## src/hdl/fms_pkg.sv

```systemverilog
package fms_pkg;
    localparam int unsigned MaxNDefault = 1024;
    localparam int unsigned ModW = 16;
    localparam int unsigned NW = 10;
    localparam logic [ModW-1:0] ModulusReset = 16'd1;
    localparam logic [0:0] AddrModulus = 1'b0;

    typedef struct packed {
        logic start;
        logic busy;
        logic done;
    } t_mul_ctl;
endpackage

```

## src/hdl/fms_modmul.sv

```systemverilog
module fms_modmul
    import fms_pkg::*;
(
    input  logic            i_clk,
    input  logic            i_rst_n,
    input  logic            i_start,
    input  logic [ModW-1:0] i_a,
    input  logic [ModW-1:0] i_b,
    input  logic [ModW-1:0] i_m,
    output t_mul_ctl        o_ctl,
    output logic [ModW-1:0] o_prod
);
    // Bit-serial interleaved modular multiply: one bit of b per cycle, MSB first.
    localparam int unsigned CW = $clog2(ModW + 1);
    logic [ModW-1:0] r_acc, r_a, r_b, r_m;
    logic [CW-1:0]   r_cnt;
    logic            r_busy, r_done;
    logic [ModW+1:0] w_dbl, w_d1, w_add, w_a1;

    always_comb begin
        w_dbl = {2'b00, r_acc} << 1;
        w_d1  = (w_dbl >= {2'b00, r_m}) ? w_dbl - {2'b00, r_m} : w_dbl;
        w_add = w_d1 + (r_b[ModW-1] ? {2'b00, r_a} : '0);
        w_a1  = (w_add >= {2'b00, r_m}) ? w_add - {2'b00, r_m} : w_add;
    end

    always_ff @(posedge i_clk) begin
        if (!i_rst_n) begin
            r_busy <= 1'b0;
            r_done <= 1'b0;
            r_cnt  <= '0;
        end else begin
            r_done <= 1'b0;
            if (i_start) begin
                r_busy <= 1'b1;
                r_cnt  <= CW'(ModW);
                r_acc  <= '0;
                r_a    <= i_a;
                r_b    <= i_b;
                r_m    <= i_m;
            end else if (r_busy) begin
                r_acc <= w_a1[ModW-1:0];
                r_b   <= r_b << 1;
                r_cnt <= r_cnt - 1'b1;
                if (r_cnt == CW'(1)) begin
                    r_busy <= 1'b0;
                    r_done <= 1'b1;
                end
            end
        end
    end

    assign o_ctl  = '{start: i_start, busy: r_busy, done: r_done};
    assign o_prod = r_acc;
endmodule

```

## src/hdl/factorial_mod_sieve_core.sv

```systemverilog
// Per item: the bitmap for 0..n is filled (rewritten, not cleared), sieved up to sqrt(n),
// then scanned; per prime, restoring divisions give Legendre's exponent and modular
// multiplies raise the prime to it and fold it into the result.
// Throughput: one transaction at a time; o_ready returns the cycle after the result leaves.
// When n >= modulus or n >= MAX_N, o_valid is set at the accepting edge with residue 0.
// Reset is synchronous, active low, and sets the modulus to 1.
module factorial_mod_sieve_core
    import fms_pkg::*;
#(
    parameter int unsigned MAX_N = MaxNDefault
) (
    input  logic            i_clk,
    input  logic            i_rst_n,
    input  logic            i_valid,
    output logic            o_ready,
    input  logic [NW-1:0]   i_n_value,
    output logic            o_valid,
    input  logic            i_ready,
    output logic [ModW-1:0] o_residue,
    input  logic            psel,
    input  logic            penable,
    input  logic            pwrite,
    input  logic [1:0]      paddr,
    input  logic [31:0]     pwdata,
    output logic [31:0]     prdata,
    output logic            pready
);
    localparam int unsigned AW = $clog2(MAX_N);
    localparam int unsigned IW = AW + 1;
    localparam int unsigned KW = 16;

    typedef enum logic [3:0] {
        S_IDLE, S_FILL, S_SI_RD, S_SI_CHK, S_SI_CLR, S_SC_RD, S_SC_CHK,
        S_LEG, S_POW, S_PMUL, S_PSQ, S_AMUL, S_OUT
    } t_state;

    t_state          r_state;
    logic [ModW-1:0] r_mod, r_m, r_acc, r_pacc, r_base, r_res;
    logic [IW-1:0]   r_n, r_i, r_j;
    logic [KW-1:0]   r_k, r_quot, r_rem, r_div;
    logic [4:0]      r_dcnt;
    logic            r_valid, r_rd;
    logic            r_mem [MAX_N];
    logic [AW-1:0]   w_waddr, w_raddr;
    logic            w_we, w_wd;

    logic            w_start;
    logic [ModW-1:0] w_a, w_b, w_prod;
    t_mul_ctl        w_ctl;

    fms_modmul u_mul (
        .i_clk(i_clk), .i_rst_n(i_rst_n), .i_start(w_start),
        .i_a(w_a), .i_b(w_b), .i_m(r_m), .o_ctl(w_ctl), .o_prod(w_prod)
    );

    assign pready = 1'b1;
    assign prdata = {16'd0, r_mod};
    assign o_ready = (r_state == S_IDLE);
    assign o_valid = r_valid;
    assign o_residue = r_res;

    always_ff @(posedge i_clk) begin
        if (w_we) r_mem[w_waddr] <= w_wd;
        r_rd <= r_mem[w_raddr];
    end

    // Restoring division n/q, one quotient bit per cycle, for Legendre's sum.
    logic [KW-1:0] w_rs;
    assign w_rs = {r_rem[KW-2:0], r_quot[KW-1]};

    always_comb begin
        w_we = 1'b0;
        w_wd = 1'b0;
        w_waddr = r_j[AW-1:0];
        w_raddr = r_i[AW-1:0];
        case (r_state)
            S_FILL:   begin w_we = 1'b1; w_wd = 1'b1; w_waddr = r_i[AW-1:0]; end
            S_SI_CLR: begin w_we = 1'b1; end
            default: ;
        endcase
    end

    always_ff @(posedge i_clk) begin
        if (!i_rst_n) begin
            r_state <= S_IDLE;
            r_valid <= 1'b0;
            r_mod   <= ModulusReset;
        end else begin
            if (psel && penable && pwrite && paddr[1:1] == AddrModulus)
                r_mod <= pwdata[ModW-1:0];
            case (r_state)
                S_IDLE: if (i_valid) begin
                    r_n <= IW'(i_n_value);
                    r_m <= r_mod;
                    r_acc <= (r_mod == 16'd1) ? '0 : 16'd1;
                    r_i <= '0;
                    if ({6'd0, i_n_value} >= r_mod
                        || 32'(i_n_value) >= 32'(MAX_N)) begin
                        r_res <= '0;
                        r_state <= S_OUT;
                        r_valid <= 1'b1;
                    end else r_state <= S_FILL;
                end
                S_FILL: begin
                    if (r_i == r_n) begin
                        r_i <= IW'(2);
                        r_state <= S_SI_RD;
                    end else r_i <= r_i + 1'b1;
                end
                S_SI_RD: begin
                    if (32'(r_i) * 32'(r_i) > 32'(r_n)) begin
                        r_i <= IW'(2);
                        r_state <= S_SC_RD;
                    end else r_state <= S_SI_CHK;
                end
                S_SI_CHK: begin
                    if (r_rd) begin
                        r_j <= r_i + r_i;
                        r_state <= S_SI_CLR;
                    end else begin
                        r_i <= r_i + 1'b1;
                        r_state <= S_SI_RD;
                    end
                end
                S_SI_CLR: begin
                    if (r_j + r_i > r_n) begin
                        r_i <= r_i + 1'b1;
                        r_state <= S_SI_RD;
                    end else r_j <= r_j + r_i;
                end
                S_SC_RD: begin
                    if (r_i > r_n || r_m < 16'd2) begin
                        r_res <= r_acc;
                        r_valid <= 1'b1;
                        r_state <= S_OUT;
                    end else r_state <= S_SC_CHK;
                end
                S_SC_CHK: begin
                    if (r_rd) begin
                        r_k <= '0;
                        r_quot <= KW'(r_n);
                        r_rem <= '0;
                        r_div <= KW'(r_i);
                        r_dcnt <= 5'd16;
                        r_state <= S_LEG;
                    end else begin
                        r_i <= r_i + 1'b1;
                        r_state <= S_SC_RD;
                    end
                end
                S_LEG: begin
                    if (r_dcnt != 5'd0) begin
                        if (w_rs >= r_div) begin
                            r_rem <= w_rs - r_div;
                            r_quot <= {r_quot[KW-2:0], 1'b1};
                        end else begin
                            r_rem <= w_rs;
                            r_quot <= {r_quot[KW-2:0], 1'b0};
                        end
                        r_dcnt <= r_dcnt - 1'b1;
                    end else if (r_quot == '0) begin
                        r_pacc <= 16'd1;
                        r_base <= (KW'(r_i) >= r_m) ? KW'(r_i) - r_m : KW'(r_i);
                        r_state <= S_POW;
                    end else begin
                        r_k <= r_k + r_quot;
                        r_rem <= '0;
                        r_dcnt <= 5'd16;
                    end
                end
                S_POW: begin
                    if (r_k == '0) r_state <= S_AMUL;
                    else if (r_k[0]) r_state <= S_PMUL;
                    else r_state <= S_PSQ;
                end
                S_PMUL: if (w_ctl.done) begin
                    r_pacc <= w_prod;
                    r_state <= S_PSQ;
                end
                S_PSQ: if (w_ctl.done) begin
                    r_base <= w_prod;
                    r_k <= r_k >> 1;
                    r_state <= S_POW;
                end
                S_AMUL: if (w_ctl.done) begin
                    r_acc <= w_prod;
                    r_i <= r_i + 1'b1;
                    r_state <= S_SC_RD;
                end
                S_OUT: if (i_ready) begin
                    r_valid <= 1'b0;
                    r_state <= S_IDLE;
                end
                default: r_state <= S_IDLE;
            endcase
        end
    end

    // Multiplier launch: pulse once on entry to each multiply state.
    logic r_launched;
    always_ff @(posedge i_clk) begin
        if (!i_rst_n) r_launched <= 1'b0;
        else if (w_ctl.done) r_launched <= 1'b0;
        else if (w_start) r_launched <= 1'b1;
    end
    always_comb begin
        w_a = r_pacc;
        w_b = r_base;
        case (r_state)
            S_PSQ:  begin w_a = r_base; w_b = r_base; end
            S_AMUL: begin w_a = r_acc;  w_b = r_pacc; end
            default: ;
        endcase
    end
    assign w_start = (r_state == S_PMUL || r_state == S_PSQ || r_state == S_AMUL)
                     && !r_launched && !w_ctl.busy && !w_ctl.done;
endmodule

```

## config.mk

```make
export PLATFORM = sky130hd
export DESIGN_NAME = factorial_mod_sieve_core
export DESIGN_NICKNAME = d
export VERILOG_FILES = /design/src/hdl/fms_pkg.sv /design/src/hdl/fms_modmul.sv /design/src/hdl/factorial_mod_sieve_core.sv
export SDC_FILE = /design/constraint.sdc
export NUM_CORES = 2
export LEC_CHECK = 0
export BUFFER_PORTS_ARGS = -buffer_cell sky130_fd_sc_hd__buf_2
export CORE_ASPECT_RATIO = 2
export CORE_MARGIN = 4
export CORE_UTILIZATION = 50
export CTS_CLUSTER_DIAMETER = 150
export DETAILED_ROUTE_END_ITERATION = 12
export HOLD_SLACK_MARGIN = 0.06
export PLACE_DENSITY = 0.68
export SLEW_MARGIN = 40
export SYNTH_ARGS = -nofsm -noshare
export SYNTH_HDL_FRONTEND = slang
export SYNTH_HIERARCHICAL = 1
export SYNTH_SLANG_ARGS = --single-unit
```

## constraint.sdc

```tcl
create_clock -name i_clk -period 10.54 [get_ports i_clk]
set_clock_uncertainty 0.1 [all_clocks]
set_input_delay 1.581 -clock i_clk [delete_from_list [all_inputs] [get_ports i_clk]]
set_output_delay 1.581 -clock i_clk [all_outputs]
set_load 0.02 [all_outputs]
```

==> reports/results.tsv <==
metric	value	unit
layout overhead on the synthesized area	8.29	%
run status	finished, final reports clean	
maximum fanout encountered on the critical timing path	22	
fraction of power consumed by combinational cells	51.6	%
maximum root-to-sink buffer count	3	
power density over the cells	306	nW/um^2
standard cell core area	130000	sq um
net load switching power	0.00892	W
All-Layer GR Usage	26.7	%
Placed Area	67200	sq um
Fillers	10800	
die height	519	microns
Hold Crit Class	reg2reg	
antenna violations before repair	2	
clock tree from TritonCTS	yes	
count of endpoints failing setup in the final report	0	
Worst Path Arrival	8.43	ns
Total Die Area	137000	sq um
post-cts hold buffer count	0	
number of top-level pins	102	
post-layout minimum cycle time	8.11	ns
Least-Margin Pin Slew	0.896	ns
hold violation count in the final report	0	
Post-layout nets	5465	
Initial Util	50.3	%
total setup buffers inserted after CTS	0	
synthesized instance count	5242	
Inserted Clock Buffers	107	
data required time at the worst endpoint	10.86	ns
clock latency on the worst-skew pair	0.76	ns
Post-Syn Area	65300	sq um
count of pins over their slew limit	0	
number of DRC violations after detailed-routing iteration 0	4230	
Setup Total Neg Slack	0	ns
count of nets left with antenna violations after detail routing	0	
share of final-layout standard cells stronger than drive strength 1	13.8	%
switching portion of total power	41.2	%
cell with the largest stage delay on the worst path	nor3_2	
kind of start point of the critical path	register	
Final WS setup	2.43	ns
part of the total power dissipated in the clock network	18.5	%
unrepaired setup endpoints after global routing	no	
relative contribution of sequential cells to total power	29.9	%
achievable frequency	0.123	GHz
class of the most critical setup path	reg2reg	
Crit. End Element	register	
Static Leakage	23.6	nW
Final Instance Area	70700	sq um
number of cell rows	187	
pre-CTS WS	2.48	ns
post_cts resized	0	
period utilization	76.9	%
TritonCTS Sinks	1293	
design internal power	0.0127	W
Placer Congestion	0.923	
Final Core Density	54.5	%
total DRC errors in the routed layout	0	
hpwl dp	116000	microns
number of H-tree branching levels	3	
maximum number of pins on one net before global-route repair	173	
mean number of vias per cell	6.14	
Routed wire per std cell	26.6	microns
wire length reported by the detailed router	185000	microns
via count	42600	
max-cap violations	0	
clock slew seen by the registers of the worst setup and hold paths	0.07	ns
cell seen most often among critical-path stages	ha_1	
cell at the root of the clock tree	clkbuf_16	
largest stage delay on the critical path	0.56	ns
Die W	264	microns
overall overflow remaining after global route	0	
number of buffer cells added on primary ports	67	
worst rel slew slack	40.0	%
Power Total	0.0217	W
first-pass GRT wire length	273000	microns
mean post-synth cell area	12.5	sq um
via count of the first global-routing pass	43700	
IR drop worst, VDD	0.000509	V
First-pass DRT Iterations	6	
yosys synthesis warning count	6	
[power by group through the flow]
| stage | clock, W | sequential [W] | combinational, W |
|---|---|---|---|
| 2_1_floorplan | 0 | 0.00673 | 0.00816 |
| 3_3_place_gp | 0 | 0.00660 | 0.0108 |
| 3_5_place_dp | 0 | 0.00659 | 0.0110 |
| 4_1_cts | 0.00405 | 0.00648 | 0.0111 |
| 5_1_grt | 0.00426 | 0.00649 | 0.0123 |
| 6_report | 0.00400 | 0.00648 | 0.0112 |
[sequential cells by signal, summed over array words and instances, names as in the netlist, 10 cells and up]
register / flops
u_mul/r_a: 16
u_mul/r_m: 16
u_mul/r_b: 16
r_quot: 16
r_acc: 16
r_div: 11
r_mod: 16
r_j: 11
r_i: 11
r_base: 16
r_m: 16
r_n: 10
r_rem: 15
r_pacc: 16
o_residue: 16
r_mem: 1024
r_k: 16
u_mul/o_prod: 16
[layout make-up]
class                      count  area [sq um]  share of cell area (%)
sequential                  1293         38500                    54.5
multi-input combinational   3377         24600                    34.8
clock buffer                 133          2840                    4.01
tap                         1701          2130                    3.01
timing repair buffer         162          1200                    1.70
inverter                     213           807                    1.14
clock inverter                67           628                   0.888
antenna                        1          2.50                 0.00354
[layout by cell type (no fill, tap or decap), types with 25 or more instances in the layout]
cell and n:
nand2_1 284, and2_1 76, mux2_2 39, mux2i_1 114, and3_1 34, buf_2 67, a21boi_0 25, xor2_1 35
a21o_1 35, dfxtp_1 29, edfxtp_1 1263, a22oi_1 65, buf_4 81, fa_1 70, nand3_1 61, o21ai_0 130
nor3_1 57, inv_1 207, nand2_2 60, mux4_2 231, a21oi_1 144, clkbuf_16 109, ha_1 190, xnor2_1 57
nor2_1 1216
[final timing paths]
kind | slack [ns] | cells past startpoint | startpoint | to
max reg2reg | 2.43 | 26 | r_i[4]$_SDFFCE_PN0P_ | r_i[0]$_SDFFCE_PN0P_
min | 0.40 | 0 | r_mod[10]$_SDFFE_PN0P_ | r_m[10]$_DFFE_PP_
max | 2.43 | 26 | r_i[4]$_SDFFCE_PN0P_ | r_i[0]$_SDFFCE_PN0P_
min reg2reg | 0.40 | 0 | r_mod[10]$_SDFFE_PN0P_ | r_m[10]$_DFFE_PP_
[worst max-delay path: cells and delay by family, from the launching register on]
kind            cells  cell delay, ns
fa+ha+maj           7            2.52
simple gates        8            1.82
compound gates      5            1.44
buf+inv             5            1.33
flops               1            0.37
xor+xnor            1            0.14
[per-stage QoR]
stage / hold WS, ns / instances
6_report: 0.396 / 6947
5_1_grt: 0.409 / 6947
4_1_cts: 0.386 / 6945
3_5_place_dp: 0.375 / 6745
3_3_place_gp: 0.368 / 6741
2_1_floorplan: 0.326 / 5257
[routing by layer]
layer  track usage [%]  share of wire, %
met1              27.9                32
met4              18.5               8.6
met3              3.85               6.7
met2              49.0                53
met5                 0                 0
Power figures use the tool's default switching activity.
